===== src/rtl/core/hlcd_pkg.sv =====
// ----------------------------------------------------------------------------
// hlcd_pkg
// shared types, codes and reset values of the header/length/checksum deframer
// ----------------------------------------------------------------------------
package hlcd_pkg;

	localparam int CNT_W   = 16;
	localparam int CNT_OUT_W = 16;
	localparam int CFG_IDX_W = 2;

	localparam logic [CFG_IDX_W-1:0] REG_SYNC_HEADER  = 2'd0;
	localparam logic [CFG_IDX_W-1:0] REG_ASYNC_HEADER = 2'd1;
	localparam logic [CFG_IDX_W-1:0] REG_MAX_LENGTH   = 2'd2;

	localparam logic [7:0] SYNC_HDR_DEFAULT  = 8'd35;
	localparam logic [7:0] ASYNC_HDR_DEFAULT = 8'd42;
	localparam logic [7:0] MAX_LEN_DEFAULT   = 8'd255;

	localparam logic [2:0] ST_CONSUMED = 3'd0;
	localparam logic [2:0] ST_PAYLOAD  = 3'd1;
	localparam logic [2:0] ST_GOOD     = 3'd2;
	localparam logic [2:0] ST_HDR_ERR  = 3'd3;
	localparam logic [2:0] ST_LEN_ERR  = 3'd4;
	localparam logic [2:0] ST_CKS_ERR  = 3'd5;

	typedef struct packed {
		logic [7:0] sync_header;
		logic [7:0] async_header;
		logic [7:0] max_length;
	} cfg_t;

	typedef struct packed {
		logic       valid;
		logic [7:0] rx_byte;
	} stage_t;

endpackage


===== src/rtl/core/hlcd_if.sv =====
// ----------------------------------------------------------------------------
// hlcd_if
// valid/ready channels for received bytes and parser results
// ----------------------------------------------------------------------------
interface hlcd_byte_if;
	logic       valid;
	logic       ready;
	logic [7:0] rx_byte;

	modport source (output valid, output rx_byte, input ready);
	modport sink (input valid, input rx_byte, output ready);
endinterface

interface hlcd_result_if;
	logic                          valid;
	logic                          ready;
	logic [2:0]                    status;
	logic [7:0]                    payload_byte;
	logic [7:0]                    payload_index;
	logic                          frame_is_async;
	logic [7:0]                    frame_length;
	logic [hlcd_pkg::CNT_OUT_W-1:0] header_error_count;
	logic [hlcd_pkg::CNT_OUT_W-1:0] length_error_count;
	logic [hlcd_pkg::CNT_OUT_W-1:0] checksum_error_count;

	modport source (output valid, output status, output payload_byte, output payload_index,
		output frame_is_async, output frame_length, output header_error_count,
		output length_error_count, output checksum_error_count, input ready);
	modport sink (input valid, input status, input payload_byte, input payload_index,
		input frame_is_async, input frame_length, input header_error_count,
		input length_error_count, input checksum_error_count, output ready);
endinterface


===== src/rtl/core/header_length_checksum_deframer.sv =====
// path: an accepted byte is held in the input register, then parsed into the result register
// throughput: one byte per cycle while results are taken, set by the parser update
// a stalled result holds one byte in the input register, then back-pressures
// reset: asynchronous, clears parser state, error counters and valids,
// and loads the header and length registers with their defaults
// ----------------------------------------------------------------------------
// header_length_checksum_deframer
// byte-serial frame parser with additive checksum and error counters
// ----------------------------------------------------------------------------
module header_length_checksum_deframer (
	input  logic                           clk,
	input  logic                           arst_n,
	hlcd_byte_if.sink                      rx,
	hlcd_result_if.source                  res,
	input  logic                           cfg_we,
	input  logic [hlcd_pkg::CFG_IDX_W-1:0] cfg_index,
	input  logic [7:0]                     cfg_data
);

	hlcd_pkg::cfg_t   cfg;
	hlcd_pkg::stage_t stage;
	logic             take;

	hlcd_cfg_regs u_cfg (
		.clk       (clk),
		.arst_n    (arst_n),
		.cfg_we    (cfg_we),
		.cfg_index (cfg_index),
		.cfg_data  (cfg_data),
		.cfg       (cfg)
	);

	hlcd_in_stage u_in (
		.clk    (clk),
		.arst_n (arst_n),
		.rx     (rx),
		.take   (take),
		.stage  (stage)
	);

	hlcd_parser u_parser (
		.clk    (clk),
		.arst_n (arst_n),
		.cfg    (cfg),
		.stage  (stage),
		.take   (take),
		.res    (res)
	);

endmodule


===== src/rtl/core/hlcd_cfg_regs.sv =====
// ----------------------------------------------------------------------------
// hlcd_cfg_regs
// write-only configuration registers: header values and length limit
// ----------------------------------------------------------------------------
module hlcd_cfg_regs (
	input  logic                           clk,
	input  logic                           arst_n,
	input  logic                           cfg_we,
	input  logic [hlcd_pkg::CFG_IDX_W-1:0] cfg_index,
	input  logic [7:0]                     cfg_data,
	output hlcd_pkg::cfg_t                 cfg
);

	hlcd_pkg::cfg_t cfg_q;

	always_ff @(posedge clk or negedge arst_n) begin
		if (!arst_n) begin
			cfg_q.sync_header  <= hlcd_pkg::SYNC_HDR_DEFAULT;
			cfg_q.async_header <= hlcd_pkg::ASYNC_HDR_DEFAULT;
			cfg_q.max_length   <= hlcd_pkg::MAX_LEN_DEFAULT;
		end else if (cfg_we) begin
			case (cfg_index)
				hlcd_pkg::REG_SYNC_HEADER:  cfg_q.sync_header  <= cfg_data;
				hlcd_pkg::REG_ASYNC_HEADER: cfg_q.async_header <= cfg_data;
				hlcd_pkg::REG_MAX_LENGTH:   cfg_q.max_length   <= cfg_data;
				default: ;
			endcase
		end
	end

	assign cfg = cfg_q;

endmodule


===== src/rtl/core/hlcd_in_stage.sv =====
// ----------------------------------------------------------------------------
// hlcd_in_stage
// input register for received bytes, refilled in the cycle it drains
// ----------------------------------------------------------------------------
module hlcd_in_stage (
	input  logic            clk,
	input  logic            arst_n,
	hlcd_byte_if.sink       rx,
	input  logic            take,
	output hlcd_pkg::stage_t stage
);

	logic       valid_s1;
	logic [7:0] byte_s1;

	assign rx.ready = !valid_s1 || take;

	always_ff @(posedge clk or negedge arst_n) begin
		if (!arst_n) begin
			valid_s1 <= 1'b0;
		end else if (rx.ready) begin
			valid_s1 <= rx.valid;
		end
	end

	always_ff @(posedge clk) begin
		if (rx.ready && rx.valid) begin
			byte_s1 <= rx.rx_byte;
		end
	end

	assign stage.valid   = valid_s1;
	assign stage.rx_byte = byte_s1;

endmodule


===== src/rtl/core/hlcd_parser.sv =====
// ----------------------------------------------------------------------------
// hlcd_parser
// frame state machine, checksum, error counters and result register
// ----------------------------------------------------------------------------
module hlcd_parser (
	input  logic             clk,
	input  logic             arst_n,
	input  hlcd_pkg::cfg_t   cfg,
	input  hlcd_pkg::stage_t stage,
	output logic             take,
	hlcd_result_if.source    res
);

	typedef enum logic [1:0] {
		PH_HEADER = 2'd0,
		PH_LENGTH = 2'd1,
		PH_DATA   = 2'd2
	} phase_t;

	localparam logic [hlcd_pkg::CNT_W-1:0] CNT_MAX = '1;

	phase_t                     phase_q, phase_d;
	logic                       async_q, async_d;
	logic [7:0]                 len_q, len_d;
	logic [7:0]                 rcvd_q, rcvd_d;
	logic [7:0]                 sum_q, sum_d;
	logic [hlcd_pkg::CNT_W-1:0] hdr_cnt_q, hdr_cnt_d;
	logic [hlcd_pkg::CNT_W-1:0] len_cnt_q, len_cnt_d;
	logic [hlcd_pkg::CNT_W-1:0] cks_cnt_q, cks_cnt_d;
	logic [2:0]                 status_d, status_q;
	logic [7:0]                 pbyte_d, pbyte_q;
	logic [7:0]                 pindex_d, pindex_q;
	logic                       out_valid_q;
	logic [31:0]                hdr_ext, len_ext, cks_ext;
	logic [7:0]                 b;

	assign b    = stage.rx_byte;
	assign take = stage.valid && (!out_valid_q || res.ready);

	always_comb begin
		phase_d   = phase_q;
		async_d   = async_q;
		len_d     = len_q;
		rcvd_d    = rcvd_q;
		sum_d     = sum_q;
		hdr_cnt_d = hdr_cnt_q;
		len_cnt_d = len_cnt_q;
		cks_cnt_d = cks_cnt_q;
		status_d  = hlcd_pkg::ST_CONSUMED;
		pbyte_d   = 8'd0;
		pindex_d  = 8'd0;
		case (phase_q)
			PH_LENGTH: begin
				if (b > cfg.max_length) begin
					status_d = hlcd_pkg::ST_LEN_ERR;
					if (len_cnt_q != CNT_MAX) len_cnt_d = len_cnt_q + 1'b1;
					phase_d = PH_HEADER;
				end else begin
					len_d   = b;
					rcvd_d  = 8'd0;
					sum_d   = 8'd0;
					phase_d = PH_DATA;
				end
			end
			PH_DATA: begin
				if (rcvd_q == len_q) begin
					phase_d = PH_HEADER;
					if (sum_q == b) begin
						status_d = hlcd_pkg::ST_GOOD;
					end else begin
						status_d = hlcd_pkg::ST_CKS_ERR;
						if (cks_cnt_q != CNT_MAX) cks_cnt_d = cks_cnt_q + 1'b1;
					end
				end else begin
					status_d = hlcd_pkg::ST_PAYLOAD;
					pbyte_d  = b;
					pindex_d = rcvd_q;
					sum_d    = sum_q + b;
					rcvd_d   = rcvd_q + 8'd1;
				end
			end
			default: begin
				if (b == cfg.sync_header) begin
					async_d = 1'b0;
					phase_d = PH_LENGTH;
				end else if (b == cfg.async_header) begin
					async_d = 1'b1;
					phase_d = PH_LENGTH;
				end else begin
					status_d = hlcd_pkg::ST_HDR_ERR;
					if (hdr_cnt_q != CNT_MAX) hdr_cnt_d = hdr_cnt_q + 1'b1;
					phase_d = PH_HEADER;
				end
			end
		endcase
	end

	always_ff @(posedge clk or negedge arst_n) begin
		if (!arst_n) begin
			phase_q     <= PH_HEADER;
			async_q     <= 1'b0;
			len_q       <= 8'd0;
			rcvd_q      <= 8'd0;
			sum_q       <= 8'd0;
			hdr_cnt_q   <= '0;
			len_cnt_q   <= '0;
			cks_cnt_q   <= '0;
			out_valid_q <= 1'b0;
			status_q    <= hlcd_pkg::ST_CONSUMED;
			pbyte_q     <= 8'd0;
			pindex_q    <= 8'd0;
		end else if (take) begin
			phase_q     <= phase_d;
			async_q     <= async_d;
			len_q       <= len_d;
			rcvd_q      <= rcvd_d;
			sum_q       <= sum_d;
			hdr_cnt_q   <= hdr_cnt_d;
			len_cnt_q   <= len_cnt_d;
			cks_cnt_q   <= cks_cnt_d;
			out_valid_q <= 1'b1;
			status_q    <= status_d;
			pbyte_q     <= pbyte_d;
			pindex_q    <= pindex_d;
		end else if (res.ready) begin
			out_valid_q <= 1'b0;
		end
	end

	// state only moves with a new result, so it doubles as the reported fields
	assign hdr_ext = 32'(hdr_cnt_q);
	assign len_ext = 32'(len_cnt_q);
	assign cks_ext = 32'(cks_cnt_q);

	assign res.valid                = out_valid_q;
	assign res.status               = status_q;
	assign res.payload_byte         = pbyte_q;
	assign res.payload_index        = pindex_q;
	assign res.frame_is_async       = async_q;
	assign res.frame_length         = len_q;
	assign res.header_error_count   = hdr_ext[hlcd_pkg::CNT_OUT_W-1:0];
	assign res.length_error_count   = len_ext[hlcd_pkg::CNT_OUT_W-1:0];
	assign res.checksum_error_count = cks_ext[hlcd_pkg::CNT_OUT_W-1:0];

`ifndef SYNTH
	a_payload_in_range: assert property (@(posedge clk) disable iff (!arst_n)
		(out_valid_q && status_q == hlcd_pkg::ST_PAYLOAD) |-> (pindex_q < len_q))
		else $error("payload index not below frame length");

	a_count_step: assert property (@(posedge clk) disable iff (!arst_n)
		(take && status_d == hlcd_pkg::ST_PAYLOAD) |=> (rcvd_q == $past(rcvd_q) + 8'd1))
		else $error("received count did not advance on payload byte");

	a_hold_on_stall: assert property (@(posedge clk) disable iff (!arst_n)
		!take |=> ($stable(phase_q) && $stable(sum_q) && $stable(hdr_cnt_q)))
		else $error("parser state moved without a byte");

	a_hdr_err_counts: assert property (@(posedge clk) disable iff (!arst_n)
		(take && status_d == hlcd_pkg::ST_HDR_ERR && hdr_cnt_q != CNT_MAX)
		|=> (hdr_cnt_q == $past(hdr_cnt_q) + 1'b1))
		else $error("header error not counted");
`endif

endmodule


===== src/flat_wrapper.sv =====
// flat-port wrapper written by rule: the top's interface ports become plain ports
module header_length_checksum_deframer_flat 
  (clk, arst_n, cfg_we, cfg_index, cfg_data, rx_valid, rx_rx_byte, rx_ready, res_valid, res_status, res_payload_byte, res_payload_index, res_frame_is_async, res_frame_length, res_header_error_count, res_length_error_count, res_checksum_error_count, res_ready);
  hlcd_byte_if rx_i ();
  hlcd_result_if res_i ();
  input  logic clk;
  input  logic arst_n;
  input  logic cfg_we;
  input  logic [hlcd_pkg::CFG_IDX_W-1:0] cfg_index;
  input  logic [7:0] cfg_data;
  input wire logic [$bits(rx_i.valid)-1:0] rx_valid;
  input wire logic [$bits(rx_i.rx_byte)-1:0] rx_rx_byte;
  output wire logic [$bits(rx_i.ready)-1:0] rx_ready;
  output wire logic [$bits(res_i.valid)-1:0] res_valid;
  output wire logic [$bits(res_i.status)-1:0] res_status;
  output wire logic [$bits(res_i.payload_byte)-1:0] res_payload_byte;
  output wire logic [$bits(res_i.payload_index)-1:0] res_payload_index;
  output wire logic [$bits(res_i.frame_is_async)-1:0] res_frame_is_async;
  output wire logic [$bits(res_i.frame_length)-1:0] res_frame_length;
  output wire logic [$bits(res_i.header_error_count)-1:0] res_header_error_count;
  output wire logic [$bits(res_i.length_error_count)-1:0] res_length_error_count;
  output wire logic [$bits(res_i.checksum_error_count)-1:0] res_checksum_error_count;
  input wire logic [$bits(res_i.ready)-1:0] res_ready;
  assign rx_i.valid = rx_valid;
  assign rx_i.rx_byte = rx_rx_byte;
  assign rx_ready = rx_i.ready;
  assign res_valid = res_i.valid;
  assign res_status = res_i.status;
  assign res_payload_byte = res_i.payload_byte;
  assign res_payload_index = res_i.payload_index;
  assign res_frame_is_async = res_i.frame_is_async;
  assign res_frame_length = res_i.frame_length;
  assign res_header_error_count = res_i.header_error_count;
  assign res_length_error_count = res_i.length_error_count;
  assign res_checksum_error_count = res_i.checksum_error_count;
  assign res_i.ready = res_ready;
  header_length_checksum_deframer u_core (.clk(clk), .arst_n(arst_n), .rx(rx_i), .res(res_i), .cfg_we(cfg_we), .cfg_index(cfg_index), .cfg_data(cfg_data));
endmodule

===== config.mk =====
export PLATFORM = sky130hd
export DESIGN_NAME = header_length_checksum_deframer_flat
export DESIGN_NICKNAME = d
export VERILOG_FILES = /design/src/rtl/core/hlcd_pkg.sv /design/src/rtl/core/hlcd_if.sv /design/src/rtl/core/header_length_checksum_deframer.sv /design/src/rtl/core/hlcd_cfg_regs.sv /design/src/rtl/core/hlcd_in_stage.sv /design/src/rtl/core/hlcd_parser.sv /design/src/flat_wrapper.sv
export SDC_FILE = /design/constraint.sdc
export NUM_CORES = 1
export LEC_CHECK = 0
export ABC_AREA = 1
export BUFFER_PORTS_ARGS = -buffer_cell sky130_fd_sc_hd__buf_2
export CAP_MARGIN = 40
export CORE_UTILIZATION = 55
export DETAILED_ROUTE_END_ITERATION = 7
export PLACE_DENSITY = 0.75
export SETUP_SLACK_MARGIN = 0.1
export SLEW_MARGIN = 20
export SYNTH_ARGS = -nofsm -noshare
export SYNTH_HDL_FRONTEND = slang
export SYNTH_HIERARCHICAL = 1
export SYNTH_SLANG_ARGS = --single-unit

===== constraint.sdc =====
create_clock -name clk -period 2.58 [get_ports clk]
set_clock_uncertainty 0.05 [all_clocks]
set_input_delay 0 -clock clk [delete_from_list [all_inputs] [get_ports clk]]
set_output_delay 0 -clock clk [all_outputs]
set_load 0.005 [all_outputs]

-- Yosys cells after proc, flatten, opt, wreduce, memory -nomap -nowiden
Cells that the tools add are included.
- add/sub/neg operators: 5
- multipliers: 0
- divide/modulo/power cells: 0
- order comparisons: 1
- equality and inequality tests: 14
- shift-type cells: 0
- multiplexer cells: 24
- bitwise gates (word level): 5
- reductions and logical operators: 21
- operators with widths (kind ; count):
    two-way mux 8 bit ; 7
    adder 16 x 1 -> 16 bit (second input constant) ; 3
    != test 16 bit (second input constant) ; 3
    equality test 8 bit ; 4
    case mux 8 bit (2 select lines) ; 2
    AND reduction 5 bit ; 2
    two-way mux 3 bit ; 3
    adder 8 x 1 -> 8 bit (second input constant) ; 1
    adder 8 bit ; 1
    > comparator 8 bit ; 1
    two-way mux 2 bit ; 4
    AND reduction 2 bit ; 4
    AND reduction 4 bit ; 2
    two-way mux 1 bit ; 6
    != test 2 bit (second input constant) ; 3
    case mux 3 bit (2 select lines) ; 1
    AND reduction 3 bit ; 2
    nonzero test 2 bit ; 3
    inverter 1 bit ; 5
    equality test 2 x 1 -> 1 bit (second input constant) ; 2
    equality test 2 bit (second input constant) ; 2
    case mux 2 bit (2 select lines) ; 1
    logical AND 1 bit ; 2
    logical NOT 1 bit ; 2
    3 further kinds ; 4
- flip-flop bits (word level): 128
- latch bits: 0
- bits in writable memories: 0
- ROM bits: 0
- input bits: 23
- output and inout bits: 78
- logic and storage cells: 87
- memories kept: 0

-- Logic depth before layout (Yosys ltp)
- word-level depth: 5
- mapped depth: 14

-- Modules after synthesis
The synthesis kept the hierarchy.
- by module, submodules not included (module ; times used ; cells each ; area an instance (um^2) ; seq. area each (um^2)):
    hlcd_parser ; 1 ; 856 ; 6147.1 ; 2377.3
    hlcd_cfg_regs ; 1 ; 107 ; 1068.5 ; 618.1
    hlcd_in_stage ; 1 ; 15 ; 292.8 ; 265.3

-- Least setup slack after synthesis
OpenSTA, ideal clock, no wires.
- kind: register -> register
- start point: register u_core.u_parser.out_valid_q, in the netlist u_core/u_parser/res.valid
- end point: register u_core.u_in.byte_s1[0] (enable)
- setup time: 0.375 ns
- arrival time: 1.528 ns
- path slack: 0.627 ns
- cell stages (with the launch flop): 7
- path buffers: 1
- period minus slack after synthesis: 1.953 ns
- path through: dfrtp_1 nand2_1 nand2_2 inv_1 clkbuf_1 inv_1 a21oi_1
- longest elaborated chain between the ends: 5
- RTL lines (what ; RTL line ; source):
    start, declared ; hlcd_parser.sv:33 ; logic out_valid_q;
    start signal, assigned ; hlcd_parser.sv:108 ; out_valid_q <= 1'b0;
    start signal, assigned ; hlcd_parser.sv:121 ; out_valid_q <= 1'b1;
    start signal, assigned ; hlcd_parser.sv:126 ; out_valid_q <= 1'b0;
    logical NOT 1 bit ; hlcd_parser.sv:38 ; assign take = stage.valid && (!out_valid_q || res.ready);
    logical OR 1 bit ; hlcd_parser.sv:38 ;
    logical AND 1 bit ; hlcd_parser.sv:38 ;
    via u_core.take ; header_length_checksum_deframer.sv:22 ; logic take;
    logical OR 1 bit ; hlcd_in_stage.sv:16 ; assign rx.ready = !valid_s1 || take;
    logical AND 1 bit ; hlcd_in_stage.sv:27 ; if (rx.ready && rx.valid) begin
    end signal, assigned ; hlcd_in_stage.sv:28 ; byte_s1 <= rx.rx_byte;
    end, declared ; hlcd_in_stage.sv:14 ; logic [7:0] byte_s1;
The timed path passes the listed nets, and every way through them passes these cells.
A chain may end at the register's enable or synchronous reset.

-- Worst setup path after layout
- start point: register u_core.u_cfg.cfg_q (netlist bit u_core/u_cfg/cfg[5])
- end point: register u_core.u_parser.rcvd_q[2]
- longest elaborated chain between the ends: 3
- RTL lines (what ; RTL line ; source):
    start, declared ; hlcd_cfg_regs.sv:14 ; hlcd_pkg::cfg_t cfg_q;
    > comparator 8 bit ; hlcd_parser.sv:54 ; if (b > cfg.max_length) begin
    != test 2 bit (no source line) ; - ;
    AND reduction 4 bit (no source line) ; - ;
    end signal, assigned ; hlcd_parser.sv:116 ; rcvd_q <= rcvd_d;
    end, declared ; hlcd_parser.sv:25 ; logic [7:0] rcvd_q, rcvd_d;
No other way between the ends.

==> flow_results.org <==
** Run status
- The run finished with clean final reports.

** GRT
- Global routing used 27.7% of the available tracks across all layers.
- The first global-routing pass estimated roughly 30 mm of wire.
- Number of global-route vias before repair :: between 6,000 and 7,000
- Pin count of the biggest net entering global routing :: 48
- After global routing the overflow that remains totals 0.
- Antenna violations before repair :: 0

** Clock network
- The H-tree was split into 4 levels.
- Number of buffers created by CTS :: 17
- In this run the post-CTS setup repair buffer count came out at 0.
- The clock passes through at most 2 buffers.
- Clock-pin slew was measured on the worst setup and hold paths at around 0.060 ns.
- Insertion delay of the later-clocked pin in the worst-skew pair :: approximately 0.4 ns
- Number of clock sinks seen by CTS :: 128
- TritonCTS built the clock tree.
- Root buf cell :: clkbuf_16

** Timing
- Final Cycle Share :: slightly below 90%
- The total count of hold-check failures in the final report was 0.
- Subtracting the final worst setup slack from the clock period gives between 2 and 2.5 ns.
- Total setup violations reported at the end of the flow :: 0
- At the pin with the least slew margin, the transition time is around 0.76 ns.
- Headroom to the max-slew limit came out at 49.5%.
- The final count of pins violating max slew came to 0.
- Setup repair after global routing left no endpoint under its margin.
- Summed over all failing endpoints, the final setup total negative slack is 0 ns.
- Hold is met by ~0.023 ns.
- Timing would allow up to 447 MHz.

** Logic synthesis
- Number of enable flip-flop cells after synthesis :: 8
- FFs w/ async S/R, synth :: a little over nine tenths
- A synthesized cell averages about 7.7 µm².
- The top cell type by area accounts for 35.3% of the synthesized area.
- Synth Flop Type :: dfrtp_1
- Yosys attributes the largest share of cell area to dfrtp_1 35%, nand2_1 19%, nand3_1 5.5%.
- Portion of the post-synthesis area used by sequential elements :: between 40% and 50%
- Post-synth net total :: slightly above 1,000
- Cell variety after synth :: 35
- After technology mapping, the gate count stands at roughly 980.
- After synthesis the netlist holds a flip-flop and latch count of about 130.
- Netlist area before placement :: 0.00751 mm²
- For this run, the number of Yosys warnings is 6.
- Cell type with the highest aggregate area in the netlist :: dfrtp_1

** Detailed routing
- WL/cell :: around 14 µm
- Total Wirelength :: about 19 mm
- The final route contains about 6,800 vias.
- The count of nets left with antenna violations once routing finished came out at 0.
- Detailed Routing Iterations Pass 1 :: 5
- After the first detailed-routing iteration, the DRC count stood at roughly 530.
- Number of remaining DRC errors :: 0
- Ratio of routed vias to standard cells :: between 5 and 6

** Floorplan
- Pin placement for this block handled 101 I/O pins.
- Horiz. Die Dim :: 119 µm
- FP Rows :: 42
- Die height :: 119 µm
- Starting Density :: 56.5%
- The floorplan step defined a die boundary enclosing between 0.01 and 0.015 mm².
- CORE AREA :: roughly 0.013 mm²

** Placed design
- Weighted congestion reported at the end of routability-driven placement :: just under 0.9
- Sum of net half-perimeters after detailed placement :: between 10 and 15 mm
- Number of buffer cells added on primary ports :: 100

** Power
- Total Power Consumption :: between 5000 and 6000 µW
- The worst-case IR drop observed on VDD is ~470 µV.
- Leakage power :: 0.00471 µW
- Dividing total power by cell area gives a power density of 633 mW/mm².

** Setup path
- Crit-path most repeated cell :: nand2_1
- The setup path with the least slack is of type flip-flop to flip-flop.
- Kind of start point of the critical path :: flip-flop
- Data on the critical path is required at its endpoint by between 2 and 3 ns.
- Cell class contributing the biggest share of worst-path delay :: simple AND/OR/NAND/NOR gates
- For this run, the slowest stage of the critical path takes between 0.5 and 0.6 ns.
- Counting both buffers and inverters, the worst setup path holds a total of 1.
- In this run the worst path has a maximum fanout of 16.
- For the worst setup path, the data arrival time is 2.48 ns.
- The signal on the critical path passes through inv_1, ha_1, a21oi_1, nor2_1, nor2_1, nand2_1, nand3_2, nand3_2, nand2_1, nand2_1.
- The worst setup path is captured at a flip-flop.
- Critical-path top delay cell :: dfstp_2

** Layout
- The final layout contains roughly 1,200 nets.
- N_diodes :: 0
- The library cell used most frequently in the layout, excluding fill and tap cells, is nand2_1.
- Compared with the post-synthesis result, the final layout area differs by 19.3%.
- FILL cells :: 1,120
- Proportion of layout cells with a drive suffix above 1 :: between 10% and 20%
- Most frequent cells in the layout :: 382 x nand2_1, 106 x dfrtp_1, 99 x buf_2, 83 x nand3_1, 82 x inv_1

** Flow run
- Max-cap violations in this run came to 0.

** Worst hold path
- Worst hold path class :: input port to flip-flop
[layout make-up]
type                    instances  area [µm²]  share of cell area (%)
multi-input cells             731        3710                    41.5
flip-flops and latches        128        3260                    36.4
repair buffers                141         881                    9.83
clock buffers                  26         500                    5.59
inverters                      87         327                    3.64
well taps                     176         220                    2.46
clock inverters                 6        57.6                   0.642
[state kept, by name (all words and copies together) (netlist names)]
register,flops
u_core/u_parser/res.checksum_error_count,16
u_core/u_parser/sum_q,8
u_core/u_parser/res.valid,1
u_core/u_in/valid_s1,1
u_core/u_in/byte_s1,8
u_core/u_parser/res.header_error_count,16
u_core/u_cfg/cfg,24
u_core/u_parser/res.frame_is_async,1
u_core/u_parser/rcvd_q,8
u_core/u_parser/res.length_error_count,16
u_core/u_parser/phase_q,2
u_core/u_parser/res.frame_length,8
u_core/u_parser/res.payload_index,8
u_core/u_parser/res.payload_byte,8
u_core/u_parser/res.status,3
[worst register-to-register path, stage by stage, from the launching register on]
cell and delay (ns):
dfstp_2 0.53, inv_1 0.04, ha_1 0.30, a21oi_1 0.20
nor2_1 0.06, nor2_1 0.10, nand2_1 0.12, nand3_2 0.20
nand3_2 0.33, nand2_1 0.16, nand2_1 0.06
[layer usage]
metal	vias up	wire [µm]	GRT usage, %
met5	-	0	0
met4	0	525	12.3
met3	34	1020	5.08
met2	218	8580	43.6
met1	3171	8560	37.4
li1	3389	-	-
[power breakdown]
part / internal [µW] / switching (µW) / total (µW)
clock: 1430 / 835 / 2260
combinational: 390 / 594 / 984
sequential: 2220 / 202 / 2430
[logic make-up after synthesis]
| kind of cell | Yosys count | synth area share (%) |
|---|---|---|
| AO/OA/AOI/OAI | 41 | 2.77 |
| flip-flops | 128 | 43.4 |
| adder cells (fa/ha/maj) | 22 | 3.77 |
| buffers and inverters | 119 | 7.10 |
| AND/OR/NAND/NOR | 609 | 36.1 |
| XOR/XNOR | 59 | 6.88 |
[timing repair]
item                       4_1_cts  5_1_grt
resized for setup                0        0
setup endpoints to repair        0        0
hold endpoints to repair       142        0
hold buffers                    23        0
[per-stage QoR]
stage / setup WS [ns] / cell area (µm²) / utilization (%) / std cells
final: 0.342 / 8960 / 67.4 / 1295
after global routing: 0.134 / 8960 / 67.4 / 1295
after CTS: 0.357 / 8960 / 67.4 / 1295
after detailed placement: 0.381 / 8170 / 61.5 / 1240
after global placement: 0.394 / 8170 / 61.5 / 1240
after floorplan: 0.627 / 7510 / - / 978
[path summary, 6_finish.rpt]
check / start / to / slack [ns] / depth (start not counted)
hold reg to reg: u_core/u_cfg/cfg[3] / u_core/u_cfg/cfg[3] / 0.42 / 2
max in group asynchronous: arst_n / u_core/u_parser/phase_q[0] / 1.72 / 3
min in group asynchronous: arst_n / u_core/u_parser/res.checksum_error_count[5] / 0.05 / 2
hold / removal: cfg_we / u_core/u_cfg/cfg[21] / 0.02 / 3
setup / recovery: u_core/u_cfg/cfg[5] / u_core/u_parser/rcvd_q[2] / 0.34 / 10
setup reg to reg: u_core/u_cfg/cfg[5] / u_core/u_parser/rcvd_q[2] / 0.34 / 10
[cells in the mapped netlist, types with 4 or more instances]
cell	n
edfxtp_1	8
inv_2	5
buf_2	10
dfrtp_1	106
inv_1	82
a21oi_1	9
nand2_1	382
ha_1	21
o21ai_0	30
nor2_2	4
dfstp_2	14
xnor2_1	33
nor2_1	67
xor2_1	26
nand4_1	42
nand3_2	5
clkbuf_1	8
buf_6	7
nand3_1	83
buf_4	5
nor3_1	7
Note: power is estimated with default switching activity, not from simulation.
